--- config.mk ---
export PLATFORM = sky130hd
export DESIGN_NAME = impulse_blanker_hang_shaped
export DESIGN_NICKNAME = d
export VERILOG_FILES = /design/src/sv/ibh_pkg.sv /design/src/sv/ibh_dmul.sv /design/src/sv/ibh_isqrt.sv /design/src/sv/impulse_blanker_hang_shaped.sv
export SDC_FILE = /design/constraint.sdc
export NUM_CORES = 2
export LEC_CHECK = 0
export BUFFER_PORTS_ARGS = -buffer_cell sky130_fd_sc_hd__buf_2
export CAP_MARGIN = 20
export CORE_ASPECT_RATIO = 1.5
export CORE_MARGIN = 8
export CORE_UTILIZATION = 23
export DETAILED_ROUTE_END_ITERATION = 7
export SETUP_SLACK_MARGIN = 0.15
export SLEW_MARGIN = 20
export SYNTH_ARGS = -nofsm -noshare
export SYNTH_HDL_FRONTEND = slang
export SYNTH_SLANG_ARGS = --single-unit
--- constraint.sdc ---
create_clock -name clk -period 7.3 [get_ports clk]
set_input_delay 1.095 -clock clk [delete_from_list [all_inputs] [get_ports clk]]
set_output_delay 1.095 -clock clk [all_outputs]
set_load 0.01 [all_outputs]
--- src/sv/ibh_pkg.sv ---
// ----------------------------------------------------------------------------
// ibh_pkg
// Shared widths, register codes, taper tables and helpers for the impulse
// blanker with shaped hang.
// ----------------------------------------------------------------------------
package ibh_pkg;

  localparam int SAMPLE_WIDTH = 16;
  localparam int RING_DEPTH   = 16;
  localparam int RING_AW      = $clog2(RING_DEPTH);

  // configuration port
  localparam int THR_W     = 16;
  localparam int MODE_W    = 2;
  localparam int DLY_W     = 5;
  localparam int CFG_W     = 16;
  localparam int CFG_IDX_W = 2;

  localparam logic [CFG_IDX_W-1:0] CFG_THRESHOLD = 2'd0;
  localparam logic [CFG_IDX_W-1:0] CFG_HANG_MODE = 2'd1;
  localparam logic [CFG_IDX_W-1:0] CFG_DELAY     = 2'd2;

  localparam logic [THR_W-1:0]  THR_RESET  = 16'd845;
  localparam logic [MODE_W-1:0] MODE_RESET = 2'd1;
  localparam logic [DLY_W-1:0]  DLY_RESET  = 5'd2;
  localparam logic [DLY_W-1:0]  DELAY_MAX  = 5'd20;

  localparam logic [MODE_W-1:0] MODE_HANG3  = 2'd0;
  localparam logic [MODE_W-1:0] MODE_HANG7  = 2'd1;
  localparam logic [MODE_W-1:0] MODE_HANG15 = 2'd2;

  // pointers and hang count
  localparam int CNT_W  = 4;
  localparam int PTR_W  = 4;
  localparam int RPTR_W = 5;

  // running average, unsigned Q8.24
  localparam int AVG_W    = 32;
  localparam int AVG_FRAC = 16;
  localparam int AVGT_W   = AVG_W + AVG_FRAC + 2;
  localparam logic [AVG_W-1:0]  AVG_ONE    = 32'h0100_0000;
  localparam logic [AVGT_W-1:0] AVG_ROUND  = AVGT_W'(32768);

  // magnitude and its root
  localparam int CLIP_LEVEL = 167772;
  localparam int ROOT_STEPS = ($clog2(CLIP_LEVEL + 1) + 1) / 2;
  localparam int ROOT_BITS  = 2 * ROOT_STEPS;
  localparam int MAG_W      = ROOT_BITS;
  localparam int X_W        = 2 * ROOT_BITS;
  localparam int REM_W      = ROOT_BITS + 2;
  localparam logic [MAG_W-1:0] CLIP_MAG = MAG_W'(CLIP_LEVEL);

  localparam int SUM_W    = 2 * SAMPLE_WIDTH + 1;
  localparam int SQ_SHIFT = 50 - 2 * SAMPLE_WIDTH;
  localparam int SHX_W    = SUM_W + SQ_SHIFT;
  localparam longint unsigned CLIP_SQ =
    (longint'(CLIP_LEVEL) + 64'd1) * (longint'(CLIP_LEVEL) + 64'd1);
  localparam longint unsigned CLIP_SUM_L =
    (CLIP_SQ + (64'd1 << SQ_SHIFT) - 64'd1) >> SQ_SHIFT;
  localparam logic [SUM_W-1:0] CLIP_SUM = SUM_W'(CLIP_SUM_L);

  // digit-serial multiplier lanes, two multiplier bits per cycle while run is high
  localparam int SQ_STEPS  = (SAMPLE_WIDTH + 1) / 2;
  localparam int MUL_STEPS = (SQ_STEPS > 8) ? SQ_STEPS : 8;
  localparam int MPLR_W    = 2 * MUL_STEPS;
  localparam int MCAND_W   = 33;
  localparam int ACC_W     = MCAND_W + MPLR_W;
  localparam int PRD_W     = THR_W + AVG_W;

  localparam int STEP_MAX = (MUL_STEPS > ROOT_STEPS) ? MUL_STEPS : ROOT_STEPS;
  localparam int STEP_W   = $clog2(STEP_MAX);

  // taper coefficients, Q1.15
  localparam int COEF_W     = 16;
  localparam int TAPER_FRAC = 15;
  localparam logic [ACC_W-1:0] TAPER_ROUND = ACC_W'(16384);

  typedef logic [COEF_W-1:0] coef_t;

  typedef struct packed {
    logic load;
    logic run;
  } step_ctrl_t;

  localparam coef_t TAPER3 [16] = '{
    16'd0,     16'd16384, 16'd0,     16'd16384, 16'd16384, 16'd16384, 16'd16384, 16'd16384,
    16'd16384, 16'd16384, 16'd16384, 16'd16384, 16'd16384, 16'd16384, 16'd16384, 16'd16384};
  localparam coef_t TAPER7 [16] = '{
    16'd0,     16'd19661, 16'd9830,  16'd0,     16'd0,     16'd0,     16'd9830,  16'd19661,
    16'd19661, 16'd19661, 16'd19661, 16'd19661, 16'd19661, 16'd19661, 16'd19661, 16'd19661};
  localparam coef_t TAPER15 [16] = '{
    16'd0,     16'd26214, 16'd19661, 16'd13107, 16'd6554,  16'd0,     16'd0,     16'd0,
    16'd0,     16'd0,     16'd0,     16'd0,     16'd6554,  16'd13107, 16'd19661, 16'd26214};

  function automatic logic [CNT_W-1:0] hang_len(input logic [MODE_W-1:0] mode);
    case (mode)
      MODE_HANG3:  hang_len = 4'd3;
      MODE_HANG15: hang_len = 4'd15;
      default:     hang_len = 4'd7;
    endcase
  endfunction

  function automatic coef_t taper(input logic [MODE_W-1:0] mode,
                                  input logic [CNT_W-1:0] k);
    case (mode)
      MODE_HANG3:  taper = TAPER3[k];
      MODE_HANG15: taper = TAPER15[k];
      default:     taper = TAPER7[k];
    endcase
  endfunction

endpackage

--- src/sv/ibh_dmul.sv ---
// ----------------------------------------------------------------------------
// ibh_dmul
// Digit-serial multiplier lane: signed multiplicand times unsigned multiplier,
// two multiplier bits per cycle while run is high, most significant digit first.
// ----------------------------------------------------------------------------
module ibh_dmul (
  input  logic                               clk,
  input  ibh_pkg::step_ctrl_t                ctrl,
  input  logic signed [ibh_pkg::MCAND_W-1:0] mcand,
  input  logic        [ibh_pkg::MPLR_W-1:0]  mplr,
  output logic signed [ibh_pkg::ACC_W-1:0]   prod
);

  logic signed [ibh_pkg::MCAND_W-1:0] mcand_r;
  logic        [ibh_pkg::MPLR_W-1:0]  mplr_r;
  logic signed [ibh_pkg::ACC_W-1:0]   acc_r;
  logic signed [ibh_pkg::ACC_W-1:0]   acc_nxt;
  logic signed [ibh_pkg::ACC_W-1:0]   mc_ext;
  logic signed [ibh_pkg::ACC_W-1:0]   addend;
  logic        [1:0]                  digit;

  always_comb begin
    mc_ext = ibh_pkg::ACC_W'(mcand_r);
    digit  = mplr_r[ibh_pkg::MPLR_W-1 -: 2];
    case (digit)
      2'd0:    addend = '0;
      2'd1:    addend = mc_ext;
      2'd2:    addend = mc_ext <<< 1;
      2'd3:    addend = mc_ext + (mc_ext <<< 1);
      default: addend = '0;
    endcase
    acc_nxt = (acc_r <<< 2) + addend;
  end

  always_ff @(posedge clk) begin
    if (ctrl.load) begin
      mcand_r <= mcand;
      mplr_r  <= mplr;
      acc_r   <= '0;
    end else if (ctrl.run) begin
      mplr_r <= mplr_r << 2;
      acc_r  <= acc_nxt;
    end
  end

  assign prod = acc_r;

endmodule

--- src/sv/ibh_isqrt.sv ---
// ----------------------------------------------------------------------------
// ibh_isqrt
// Restoring integer square root, two result bits per cycle while run is high.
// ----------------------------------------------------------------------------
module ibh_isqrt (
  input  logic                             clk,
  input  ibh_pkg::step_ctrl_t              ctrl,
  input  logic [ibh_pkg::X_W-1:0]          x_in,
  output logic [ibh_pkg::ROOT_BITS-1:0]    root
);

  logic [ibh_pkg::X_W-1:0]       x_r;
  logic [ibh_pkg::REM_W-1:0]     rem_r;
  logic [ibh_pkg::ROOT_BITS-1:0] root_r;
  logic [ibh_pkg::X_W-1:0]       x_nxt;
  logic [ibh_pkg::REM_W-1:0]     rem_nxt;
  logic [ibh_pkg::ROOT_BITS-1:0] root_nxt;
  logic [ibh_pkg::REM_W+1:0]     sh;
  logic [ibh_pkg::REM_W+1:0]     trial;
  logic [ibh_pkg::REM_W+1:0]     diff;

  always_comb begin
    x_nxt    = x_r;
    rem_nxt  = rem_r;
    root_nxt = root_r;
    sh       = '0;
    trial    = '0;
    diff     = '0;
    for (int s = 0; s < 2; s++) begin
      sh    = {rem_nxt, x_nxt[ibh_pkg::X_W-1 -: 2]};
      trial = {{(ibh_pkg::REM_W - ibh_pkg::ROOT_BITS){1'b0}}, root_nxt, 2'b01};
      diff  = sh - trial;
      if (sh >= trial) begin
        rem_nxt  = diff[ibh_pkg::REM_W-1:0];
        root_nxt = {root_nxt[ibh_pkg::ROOT_BITS-2:0], 1'b1};
      end else begin
        rem_nxt  = sh[ibh_pkg::REM_W-1:0];
        root_nxt = {root_nxt[ibh_pkg::ROOT_BITS-2:0], 1'b0};
      end
      x_nxt = x_nxt << 2;
    end
  end

  always_ff @(posedge clk) begin
    if (ctrl.load) begin
      x_r    <= x_in;
      rem_r  <= '0;
      root_r <= '0;
    end else if (ctrl.run) begin
      x_r    <= x_nxt;
      rem_r  <= rem_nxt;
      root_r <= root_nxt;
    end
  end

  assign root = root_r;

endmodule

--- src/sv/impulse_blanker_hang_shaped.sv ---
// an accepted item passes SQ, SUM, ROOT, AVGA, AVGB, CMP and DONE in turn before
//   out_valid rises; an output stall can hold it in DONE. One item at a time:
//   two passes of the serial multiplier lanes and the root set the interval
// a finished item waits in the output register; the next item is taken once it is there
// reset (rst_n low, synchronous): registers to their reset values, delay ring
//   cleared, average to 1.0, hang idle; no clearing pass afterwards
// ----------------------------------------------------------------------------
// impulse_blanker_hang_shaped
// Complex impulse blanker: magnitude against a running average starts a
// hang during which the sample is tapered, otherwise a delayed sample passes.
// ----------------------------------------------------------------------------
module impulse_blanker_hang_shaped (
  input  logic                                    clk,
  input  logic                                    rst_n,
  input  logic                                    in_valid,
  output logic                                    in_stall,
  input  logic signed [ibh_pkg::SAMPLE_WIDTH-1:0] in_sample_i,
  input  logic signed [ibh_pkg::SAMPLE_WIDTH-1:0] in_sample_q,
  output logic                                    out_valid,
  input  logic                                    out_stall,
  output logic signed [ibh_pkg::SAMPLE_WIDTH-1:0] out_i,
  output logic signed [ibh_pkg::SAMPLE_WIDTH-1:0] out_q,
  output logic                                    out_blanking,
  input  logic                                    cfg_wr_en,
  input  logic [ibh_pkg::CFG_IDX_W-1:0]           cfg_index,
  input  logic [ibh_pkg::CFG_W-1:0]               cfg_wdata
);

  localparam int W = ibh_pkg::SAMPLE_WIDTH;

  typedef enum logic [7:0] {
    ST_IDLE = 8'b0000_0001,
    ST_SQ   = 8'b0000_0010,
    ST_SUM  = 8'b0000_0100,
    ST_ROOT = 8'b0000_1000,
    ST_AVGA = 8'b0001_0000,
    ST_AVGB = 8'b0010_0000,
    ST_CMP  = 8'b0100_0000,
    ST_DONE = 8'b1000_0000
  } state_t;

  state_t state_r, state_nxt;
  logic [ibh_pkg::STEP_W-1:0] step_r, step_nxt;

  logic [ibh_pkg::THR_W-1:0]  thr_r;
  logic [ibh_pkg::MODE_W-1:0] mode_r;
  logic [ibh_pkg::DLY_W-1:0]  dly_r;

  logic [W-1:0] ring_i_r [ibh_pkg::RING_DEPTH];
  logic [W-1:0] ring_q_r [ibh_pkg::RING_DEPTH];

  logic [ibh_pkg::PTR_W-1:0]   wp_r;
  logic [ibh_pkg::RING_AW-1:0] ridx_r;
  logic [ibh_pkg::CNT_W-1:0]   cnt_r;
  logic [ibh_pkg::AVG_W-1:0]   avg_r;
  logic [ibh_pkg::MAG_W-1:0]   mag_r;
  logic                        clip_r;
  logic [ibh_pkg::AVGT_W-1:0]  k_r;

  logic                        out_valid_r;
  logic [W-1:0]                out_i_r;
  logic [W-1:0]                out_q_r;
  logic                        out_blank_r;

  logic                        accept;
  logic                        finish;
  logic [ibh_pkg::CNT_W-1:0]   len;
  logic [ibh_pkg::DLY_W-1:0]   dly_sat;
  logic [ibh_pkg::PTR_W-1:0]   wmask;
  logic [ibh_pkg::RING_AW-1:0] widx;
  logic [ibh_pkg::RPTR_W-1:0]  rptr;
  logic [ibh_pkg::PTR_W-1:0]   wp_nxt;
  logic [ibh_pkg::CNT_W-1:0]   coef_k;
  ibh_pkg::coef_t              coef;
  logic [W-1:0]                abs_i;
  logic [W-1:0]                abs_q;

  ibh_pkg::step_ctrl_t               ctl0, ctl_in, ctl_root;
  logic signed [ibh_pkg::MCAND_W-1:0] mc0, mc1, mc2, mc3;
  logic        [ibh_pkg::MPLR_W-1:0]  mp0, mp1, mp_coef;
  logic signed [ibh_pkg::ACC_W-1:0]   p0, p1, p2, p3;

  logic [ibh_pkg::SUM_W-1:0]     sum;
  logic [ibh_pkg::SHX_W-1:0]     shx;
  logic [ibh_pkg::ROOT_BITS-1:0] root;
  logic [ibh_pkg::MAG_W-1:0]     mag;
  logic [ibh_pkg::AVGT_W-1:0]    k_nxt;
  logic [ibh_pkg::AVGT_W-1:0]    avg_t;
  logic [ibh_pkg::AVG_W-1:0]     avg_new;
  logic [ibh_pkg::PRD_W-1:0]     thr_prod;
  logic [ibh_pkg::PRD_W-1:0]     mag_sh;
  logic                          trig;
  logic [ibh_pkg::CNT_W-1:0]     cnt_eff;
  logic                          blank;
  logic [ibh_pkg::ACC_W-1:0]     ti;
  logic [ibh_pkg::ACC_W-1:0]     tq;

  // front end: pointers and taper choice for the arriving item
  always_comb begin
    accept  = in_valid && (state_r == ST_IDLE);
    len     = ibh_pkg::hang_len(mode_r);
    dly_sat = (dly_r > ibh_pkg::DELAY_MAX) ? ibh_pkg::DELAY_MAX : dly_r;
    wmask   = wp_r & len;
    widx    = wmask[ibh_pkg::RING_AW-1:0];
    rptr    = (ibh_pkg::RPTR_W'(wp_r) + dly_sat) & {1'b0, len};
    wp_nxt  = (wp_r + len) & len;
    coef_k  = (cnt_r != '0) ? cnt_r : len;
    coef    = ibh_pkg::taper(mode_r, coef_k);
    abs_i   = in_sample_i[W-1] ? (~in_sample_i + 1'b1) : in_sample_i;
    abs_q   = in_sample_q[W-1] ? (~in_sample_q + 1'b1) : in_sample_q;
  end

  // lane operands
  always_comb begin
    if (state_r == ST_AVGB) begin
      mc0 = ibh_pkg::MCAND_W'(avg_new);
      mp0 = ibh_pkg::MPLR_W'(thr_r);
    end else begin
      mc0 = ibh_pkg::MCAND_W'(abs_i);
      mp0 = ibh_pkg::MPLR_W'(abs_i);
    end
    mc1      = ibh_pkg::MCAND_W'(abs_q);
    mp1      = ibh_pkg::MPLR_W'(abs_q);
    mc2      = ibh_pkg::MCAND_W'(in_sample_i);
    mc3      = ibh_pkg::MCAND_W'(in_sample_q);
    mp_coef  = ibh_pkg::MPLR_W'(coef);
    ctl0.load     = accept || (state_r == ST_AVGB);
    ctl0.run      = (state_r == ST_SQ) || (state_r == ST_CMP);
    ctl_in.load   = accept;
    ctl_in.run    = (state_r == ST_SQ);
    ctl_root.load = (state_r == ST_SUM);
    ctl_root.run  = (state_r == ST_ROOT);
  end

  ibh_dmul u_mul_sqi (.clk(clk), .ctrl(ctl0),   .mcand(mc0), .mplr(mp0),     .prod(p0));
  ibh_dmul u_mul_sqq (.clk(clk), .ctrl(ctl_in), .mcand(mc1), .mplr(mp1),     .prod(p1));
  ibh_dmul u_mul_tpi (.clk(clk), .ctrl(ctl_in), .mcand(mc2), .mplr(mp_coef), .prod(p2));
  ibh_dmul u_mul_tpq (.clk(clk), .ctrl(ctl_in), .mcand(mc3), .mplr(mp_coef), .prod(p3));

  // magnitude, average and trigger
  always_comb begin
    sum = ibh_pkg::SUM_W'(p0[2*W-1:0]) + ibh_pkg::SUM_W'(p1[2*W-1:0]);
    shx = {sum, {ibh_pkg::SQ_SHIFT{1'b0}}};
    mag = clip_r ? ibh_pkg::CLIP_MAG : root;
    // avg * 65470 = avg * 65536 - avg * 66
    k_nxt = ibh_pkg::AVGT_W'({avg_r, {ibh_pkg::AVG_FRAC{1'b0}}})
          - ibh_pkg::AVGT_W'({avg_r, 6'b0}) - ibh_pkg::AVGT_W'({avg_r, 1'b0});
    avg_t = k_r + ibh_pkg::AVGT_W'({mag_r, 6'b0}) + ibh_pkg::AVGT_W'({mag_r, 1'b0})
          + ibh_pkg::AVG_ROUND;
    avg_new  = avg_t[ibh_pkg::AVG_W+ibh_pkg::AVG_FRAC-1:ibh_pkg::AVG_FRAC];
    thr_prod = p0[ibh_pkg::PRD_W-1:0];
    mag_sh   = ibh_pkg::PRD_W'({mag_r, 8'b0});
    trig     = (cnt_r == '0) && (mag_sh > thr_prod);
    cnt_eff  = trig ? len : cnt_r;
    blank    = (cnt_eff != '0);
    ti       = p2 + ibh_pkg::TAPER_ROUND;
    tq       = p3 + ibh_pkg::TAPER_ROUND;
    finish   = (state_r == ST_DONE) && (!out_valid_r || !out_stall);
  end

  ibh_isqrt u_isqrt (
    .clk  (clk),
    .ctrl (ctl_root),
    .x_in (shx[ibh_pkg::X_W-1:0]),
    .root (root)
  );

  // sequencer
  always_comb begin
    state_nxt = state_r;
    step_nxt  = step_r;
    case (state_r)
      ST_IDLE: begin
        if (accept) begin
          state_nxt = ST_SQ;
          step_nxt  = ibh_pkg::STEP_W'(ibh_pkg::MUL_STEPS - 1);
        end
      end
      ST_SQ: begin
        if (step_r == '0) state_nxt = ST_SUM;
        else step_nxt = step_r - 1'b1;
      end
      ST_SUM: begin
        state_nxt = ST_ROOT;
        step_nxt  = ibh_pkg::STEP_W'(ibh_pkg::ROOT_STEPS - 1);
      end
      ST_ROOT: begin
        if (step_r == '0) state_nxt = ST_AVGA;
        else step_nxt = step_r - 1'b1;
      end
      ST_AVGA: state_nxt = ST_AVGB;
      ST_AVGB: begin
        state_nxt = ST_CMP;
        step_nxt  = ibh_pkg::STEP_W'(ibh_pkg::MUL_STEPS - 1);
      end
      ST_CMP: begin
        if (step_r == '0) state_nxt = ST_DONE;
        else step_nxt = step_r - 1'b1;
      end
      ST_DONE: begin
        if (finish) state_nxt = ST_IDLE;
      end
      default: state_nxt = ST_IDLE;
    endcase
  end

  always_ff @(posedge clk) begin
    if (!rst_n) begin
      state_r <= ST_IDLE;
      step_r  <= '0;
    end else begin
      state_r <= state_nxt;
      step_r  <= step_nxt;
    end
  end

  // configuration
  always_ff @(posedge clk) begin
    if (!rst_n) begin
      thr_r  <= ibh_pkg::THR_RESET;
      mode_r <= ibh_pkg::MODE_RESET;
      dly_r  <= ibh_pkg::DLY_RESET;
    end else if (cfg_wr_en) begin
      case (cfg_index)
        ibh_pkg::CFG_THRESHOLD: thr_r  <= cfg_wdata[ibh_pkg::THR_W-1:0];
        ibh_pkg::CFG_HANG_MODE: mode_r <= cfg_wdata[ibh_pkg::MODE_W-1:0];
        ibh_pkg::CFG_DELAY:     dly_r  <= cfg_wdata[ibh_pkg::DLY_W-1:0];
        default: ;
      endcase
    end
  end

  // delay ring and block state
  always_ff @(posedge clk) begin
    if (!rst_n) begin
      for (int e = 0; e < ibh_pkg::RING_DEPTH; e++) begin
        ring_i_r[e] <= '0;
        ring_q_r[e] <= '0;
      end
      wp_r   <= '0;
      ridx_r <= '0;
      cnt_r  <= '0;
      avg_r  <= ibh_pkg::AVG_ONE;
    end else begin
      if (accept) begin
        ring_i_r[widx] <= in_sample_i;
        ring_q_r[widx] <= in_sample_q;
        ridx_r         <= rptr[ibh_pkg::RING_AW-1:0];
        wp_r           <= wp_nxt;
      end
      if (state_r == ST_AVGB) avg_r <= avg_new;
      if (finish && blank) cnt_r <= cnt_eff - 1'b1;
    end
  end

  always_ff @(posedge clk) begin
    if (state_r == ST_SUM) clip_r <= (sum >= ibh_pkg::CLIP_SUM);
    if (state_r == ST_AVGA) begin
      mag_r <= mag;
      k_r   <= k_nxt;
    end
  end

  // output register
  always_ff @(posedge clk) begin
    if (!rst_n) begin
      out_valid_r <= 1'b0;
    end else if (finish) begin
      out_valid_r <= 1'b1;
    end else if (!out_stall) begin
      out_valid_r <= 1'b0;
    end
  end

  always_ff @(posedge clk) begin
    if (finish) begin
      out_blank_r <= blank;
      if (blank) begin
        out_i_r <= ti[ibh_pkg::TAPER_FRAC +: W];
        out_q_r <= tq[ibh_pkg::TAPER_FRAC +: W];
      end else begin
        out_i_r <= ring_i_r[ridx_r];
        out_q_r <= ring_q_r[ridx_r];
      end
    end
  end

  assign in_stall     = (state_r != ST_IDLE);
  assign out_valid    = out_valid_r;
  assign out_i        = out_i_r;
  assign out_q        = out_q_r;
  assign out_blanking = out_blank_r;

`ifndef SYNTHESIS
  a_accept_starts: assert property (@(posedge clk) disable iff (!rst_n)
    (in_valid && !in_stall) |=> (state_r == ST_SQ))
    else $error("accepted item did not start the square pass");

  a_finish_shows: assert property (@(posedge clk) disable iff (!rst_n)
    finish |=> out_valid)
    else $error("finished item not presented");

  a_root_bound: assert property (@(posedge clk) disable iff (!rst_n)
    ((state_r == ST_AVGA) && !clip_r) |-> (root <= ibh_pkg::CLIP_MAG))
    else $error("unclipped root above clip level");

  a_mul_steps: assert property (@(posedge clk) disable iff (!rst_n)
    ((state_r == ST_SQ) || (state_r == ST_CMP))
      |-> (step_r <= ibh_pkg::STEP_W'(ibh_pkg::MUL_STEPS - 1)))
    else $error("multiplier step count out of range");
`endif

endmodule
; ---- After elaboration in Yosys (flattened, before gate mapping)
; Memories as Yosys holds them, arrays and structs flattened. A register that Yosys moved wholly into a read port is not among the register bits.
; Cells that the tools add are included.
[totals]
register_bits = 522
ram_bits = 512
mem_bits_ro = 768
in_bits = 55
output_inout_bits = 35
wordCells = 195
mem_count = 5
[op_classes]
addsub = 24
order_cmp = 6
n_eq_ne = 31
n_mux = 60
bitwise = 6
n_reduce_logical = 31
[memory_table]
columns = memory, depth, width, rd, rd_clocked_by_memory_dff, write_ports, line
row1 = (no name shown), 16, 16, 1, 0, 0, ibh_pkg.sv:108  ; default: taper = TAPER7[k];
row2 = (no name shown), 16, 16, 1, 0, 0, ibh_pkg.sv:107  ; MODE_HANG15: taper = TAPER15[k];
row3 = (no name shown), 16, 16, 1, 0, 0, ibh_pkg.sv:106  ; MODE_HANG3: taper = TAPER3[k];
row4 = ring_i_r, 16, 16, 1, 1, 16, impulse_blanker_hang_shaped.sv:49  ; logic [W-1:0] ring_i_r [ibh_pkg::RING_DEPTH];
row5 = ring_q_r, 16, 16, 1, 1, 16, impulse_blanker_hang_shaped.sv:50  ; logic [W-1:0] ring_q_r [ibh_pkg::RING_DEPTH];
[op_table]
columns = op, n
row1 = $mux W16, 22
row2 = $pmux W31 S4, 2
row3 = $pmux W48 S4, 1
row4 = $pmux W32 S4, 1
row5 = $mux W36, 2
row6 = $pmux W8 S8, 1
row7 = $add A31 B15 Y31 const B, 2
row8 = $add A31 B31 Y31, 2
row9 = $add A16 B17 Y18, 3
row10 = $add A48 B16 Y48 const B, 1
row11 = $add A48 B19 Y48, 1
row12 = $add A48 B24 Y48, 1
row13 = $add A48 B48 Y48, 1
row14 = $gt A26 B48 Y1, 1
row15 = $sub A48 B34 Y48, 1
row16 = $sub A48 B38 Y48, 1
row17 = $ge A22 B20 Y1, 2
row18 = $mux W4, 11
row19 = $mux W20, 2
row20 = $mux W8, 5
row21 = $sub A20 B20 Y20, 2
row22 = $add A32 B33 Y34, 1
row23 = $add A32 B32 Y33, 1
row24 = $ge A33 B17 Y1 const B, 1
row25 = other kinds (38), 90

; ---- Depth between registers and ports, before layout
[logic_depth]
ltp_word = 9
mapped_depth = 26
mapped_depth_nobuf = 26

; ---- By module
; From an unflattened synthesis, not the netlist that was laid out.
[hier_totals]
hier_cells = 7386
area_unflattened_um2 = 75842.7
[by_module_without_submodules]
columns = module, instances, cells_per_inst, area_per_inst_um2, seq_area_each_um2
row1 = impulse_blanker_hang_shaped, 1, 3167, 38451.9, 20029.2
row2 = ibh_dmul (u_mul_tpi ...), 2, 898, 7873.8, 2452.4
row3 = ibh_dmul (u_mul_sqq), 1, 889, 8079.0, 2452.4
row4 = ibh_dmul (u_mul_sqi), 1, 919, 8061.5, 2452.4
row5 = ibh_isqrt, 1, 615, 5502.8, 1841.8

; ---- Worst setup path before layout
; Ideal clock, no wire load.
[synth_timing]
path_type = register to register
startpoint = register u_mul_sqi.mcand_r[1] in the netlist's numbering
endpoint = register u_mul_sqi.acc_r, in the netlist u_mul_sqi.prod[42]
setup_ps = 130
arrival_time_ps = 5011
required_ps = 7170
path_slack_ps = 2160
path_stages_with_launch = 27
n_path_buf = 0
period_less_slack_ps = 5140
cell_sequence = edfxtp_1 -> ha_1 -> inv_1 -> fa_1 -> nor2b_1 -> o21ai_0 -> a21boi_0 -> o41ai_1 -> o21ai_1 -> a21o_1 -> a31o_2 -> a21oi_1 -> xnor2_1 -> mux2i_1 -> o21ai_0 -> ha_1 -> a21o_1 -> a21o_1 -> a21oi_1 -> a211oi_1 -> and3_1 -> a22oi_1 -> a311oi_2 -> o41ai_2 -> nor3_1 -> xnor2_1 -> o21ai_0
[synth_between]
elab_chain_len = 3
[synth_lines]
columns = item, line
row1 = from (decl), ibh_dmul.sv:14  ; logic signed [ibh_pkg::MCAND_W-1:0] mcand_r;
row2 = from (signal assigned), ibh_dmul.sv:37  ; mcand_r <= mcand;
row3 = $add A32 B33 Y34, ibh_dmul.sv:29  ; 2'd3: addend = mc_ext + (mc_ext <<< 1);
row4 = $pmux W48 S4 *, ibh_dmul.sv:25  ; case (digit)
row5 = $add A48 B48 Y48 *, ibh_dmul.sv:32  ; acc_nxt = (acc_r <<< 2) + addend;
row6 = to (signal assigned), ibh_dmul.sv:42  ; acc_r <= acc_nxt;
row7 = to (decl), ibh_dmul.sv:16  ; logic signed [ibh_pkg::ACC_W-1:0] acc_r;
; Every way passes the cells marked *; elsewhere a longest branch is shown, timed or not. The select of a mux whose other input is x is not followed.
; A chain may end at the register's enable or synchronous reset.

; ---- Final worst setup path
[layout_timing]
startpoint = register u_mul_sqi.mcand_r[1] in the netlist's numbering
endpoint = register u_mul_sqi.acc_r, in the netlist u_mul_sqi.prod[36]
; Same word-level chain as after synthesis.

==> results by group <==
Setup path
  – CP Data Required Time: 7.89 ns
  – CP arrival: 6.69 ns
  – Worst Setup End Kind: flop
  – CP Launch Type: flop
  – Crit-path max FO: 6
  – WS Path Type: reg2reg

Run status
  – Outcome: completed

CTS
  – Postcts setup bufs: 0
  – Clock sinks: 1,020
  – Post-CTS Resized: 0
  – CTS Buffer Depth: 3
  – Post-cts hold buffer count: 0
  – Worst-Skew Late Latency: 0.76 ns
  – H-tree levels: 3
  – Root Driver: clkbuf_16
  – Worst-path clk slew: 0.06 ns
  – Total CTS buffers: 104
  – CTS tree: yes

Floorplanning
  – Die height: 647.9 um
  – Die Area: 283,300 um2
  – Starting Density: 23.05%
  – I/O pins: 90
  – Cell Rows: 232
  – Core Region: 265,600 um2
  – Die width: 437.2 um

Placement
  – Post-DP HPWL: 124,400 um
  – GPL Wtd Cong: 0.9209
  – Placed cell areas: 65,440 um2
  – Port bufs: 89

Logic synthesis
  – Post-Synth Simple-Gate Area: 15.49%
  – Yosys Warn Count: 0
  – Cell variety after synth: 91
  – Syn Nets: 6,305
  – Register area share after synthesis: 45.72%
  – Mean Syn Cell Area: 10.53 um2
  – Synth Area in Adders: 9.422%
  – Post-synth EDFFs: 756
  – Top FF cell, synth: edfxtp_1
  – Cells after synthesis: 5,813
  – FFs w/ async S/R, synth: 0%
  – Mapped cell area: 61,220 um2
  – Post-Synth XOR/XNOR Area: 5.050%
  – Largest family of logic cells by synthesized area: simple AND/OR/NAND/NOR gates
  – Complex-gate fraction of the synthesized area: 13.66%
  – Mux cell area share after synthesis: 7.117%
  – #FFs+latches synth: 1,020

Drt
  – Metal2 WL: 93,060 um
  – First-pass DRT Iterations: 7
  – ANT nets after route: 0
  – WL per Instance: 19.64 um
  – WL final: 183,400 um
  – Total number of vias: 45,890
  – DRC: 0
  – Met1 wire length: 72,960 um
  – 1st-iter DRT viols: 3,779
  – Via/cell ratio: 4.917
  – Met3 wire length: 10,040 um
  – Highest routed layer: met5

Final layout
  – Layout area overhead: 12.75%
  – Final core utilization: 25.99%
  – Multi-input gate area: 31,240 um2
  – Storage cell area: 28,000 um2
  – Layout cells sized above 1: 10.48%
  – Number of fill cells in the layout: 27,760
  – Design Area, Final: 69,020 um2
  – Nets@finish: 6,215

Flow run
  – Maxcap violations: 0

STA
  – Relative slew slack: 29.37%
  – Final Cycle Share: 83.63%
  – Final count of hold timing violations: 0
  – Max Freq: 0.1638 GHz
  – RSZ-0062 raised after global routing: false
  – Slew @ Worst Pin: 1.059 ns
  – Setup TNS: 0 ns
  – Final Max Slew Viols: 0
  – Final setup viols: 0
  – Worst hold margin: 0.4571 ns
  – Clock skew: 0.07637 ns
  – Fin crit period: 6.105 ns

GRT
  – Total grt overflow: 0
  – Largest net degree at the start of global routing: 129
  – Initial antenna violation count: 24
  – First-pass GRT wire length: 275,200 um
  – Vias in the first global route: 45,580
  – GRT Util Overall: 12.32%

Worst hold path
  – Hold Path Class: reg2reg

Pwr
  – PD cells: 240.2 nW/um2
  – Total power: 16.58 mW
  – Max IR drop VDD: 187.3 uV
  – Leak: 27.73 nW
[final cells by class]
type                    count  share of cell area [%]
diodes                     11                 0.03988
clock buffers             137                   4.099
clock inverters            59                   1.040
inverters                 222                   1.211
multi-input cells        4217                   45.25
flip-flops and latches   1020                   40.56
well taps                3510                   6.363
repair buffers            158                   1.432
[state kept, by name (all words and copies together) (netlist names), 32 cells and up, named ones only]
name / flops
avg_r: 32
k_r: 47
ring_i_r: 256
ring_q_r: 256
u_mul_sqi.mcand_r: 32
u_mul_sqi.prod: 48
u_mul_sqq.prod: 32
[routing by layer]
layer,track usage (%),up-vias
met5,0,-
met4,4.793,8
met3,1.682,365
met2,22.56,1356
met1,14.55,22750
li1,-,21410
[cells in the final DEF, fill, tap and decap left out, types with 28 or more instances in the layout]
master and instances:
nand2b_1 48, mux2_2 42, mux4_2 160, nor2b_1 49, xnor2_1 206, ha_1 393
dfxtp_1 260, a211oi_1 60, buf_2 89, nand2_1 460, xor2_1 147, fa_1 40
o21ai_0 326, edfxtp_1 756, nand3_1 142, a21o_1 150, clkbuf_16 106, a31oi_1 36
o21a_1 45, nor3_1 75, a21oi_1 377, mux2i_1 28, inv_1 217, nand4_1 29
a22o_1 48, nor2_1 360, and3_1 556, buf_4 67
[cells in the mapped netlist (50+ instances only)]
library cell | number | area (um2)
nor3_1 | 76 | 380.4
o21ai_0 | 326 | 1632
a21o_1 | 150 | 1126
a21oi_1 | 378 | 1892
edfxtp_1 | 756 | 22700
xnor2_1 | 206 | 1804
nand2_1 | 477 | 1790
inv_1 | 218 | 818.3
clkbuf_1 | 326 | 1224
nand3_1 | 142 | 710.7
dfxtp_1 | 264 | 5285
xor2_1 | 147 | 1287
mux4_2 | 160 | 3603
and3_1 | 556 | 3478
ha_1 | 397 | 4967
nor2b_1 | 50 | 312.8
a211oi_1 | 60 | 450.4
nor2_1 | 364 | 1366
[worst max-delay path: stages, from the launching register on]
cell and delay (ns):
edfxtp_1 0.45, ha_1 0.23, inv_1 0.07, fa_1 0.20
nor2b_1 0.07, o21ai_0 0.21, a21boi_0 0.18, o41ai_1 0.48
o21ai_1 0.25, a21o_1 0.22, a31o_2 0.25, a21oi_1 0.20
xnor2_1 0.14, mux2i_1 0.09, o21ai_0 0.19, ha_1 0.33
a21o_1 0.19, a21o_1 0.17, a21oi_1 0.25, a211oi_1 0.13
and3_1 0.20, a22oi_1 0.25, a311oi_2 0.19, o41ai_2 0.63
nor2_1 0.14, xnor2_1 0.17, o21ai_0 0.09
[kinds of logic (layout without fill, tap and decap cells)]
group / count (synthesis) / after routing
buffers and inverters: 576 / 576
XOR/XNOR: 353 / 353
flip-flops: 1020 / 1020
other: 0 / 11
AO/OA/AOI/OAI: 1317 / 1317
AND/OR/NAND/NOR: 1880 / 1880
adder cells (fa/ha/maj): 437 / 437
multiplexers: 230 / 230
[stage by stage]
step / instances / setup slack [ns]
detailed placement: 9127 / 1.287
CTS: 9323 / 1.252
global placement: 9127 / 1.107
floorplan: 5813 / 2.160
global route: 9324 / 0.6397
finish: 9334 / 1.195
[power by group]
part           switching (mW)  total, mW  internal [mW]
clock network            2.44       5.62           3.18
registers               0.294       6.96           6.66
logic                    2.50       4.01           1.51
total                    5.23       16.6           11.4
[path summary, 6_finish.rpt]
path                                  start                         endpoint  slack, ns  depth (start not counted)
max          u_mul_sqi.mcand_r[1]$_DFFE_PN_  u_mul_sqi.prod[36]$_SDFFE_PN0P_       1.19                         26
min                  ridx_r[0]$_SDFFE_PN0P_                             flop       0.46                          2
max reg2reg  u_mul_sqi.mcand_r[1]$_DFFE_PN_  u_mul_sqi.prod[36]$_SDFFE_PN0P_       1.19                         26
min reg2reg          ridx_r[0]$_SDFFE_PN0P_                             flop       0.46                          2
(Power assumes the default switching activity.)
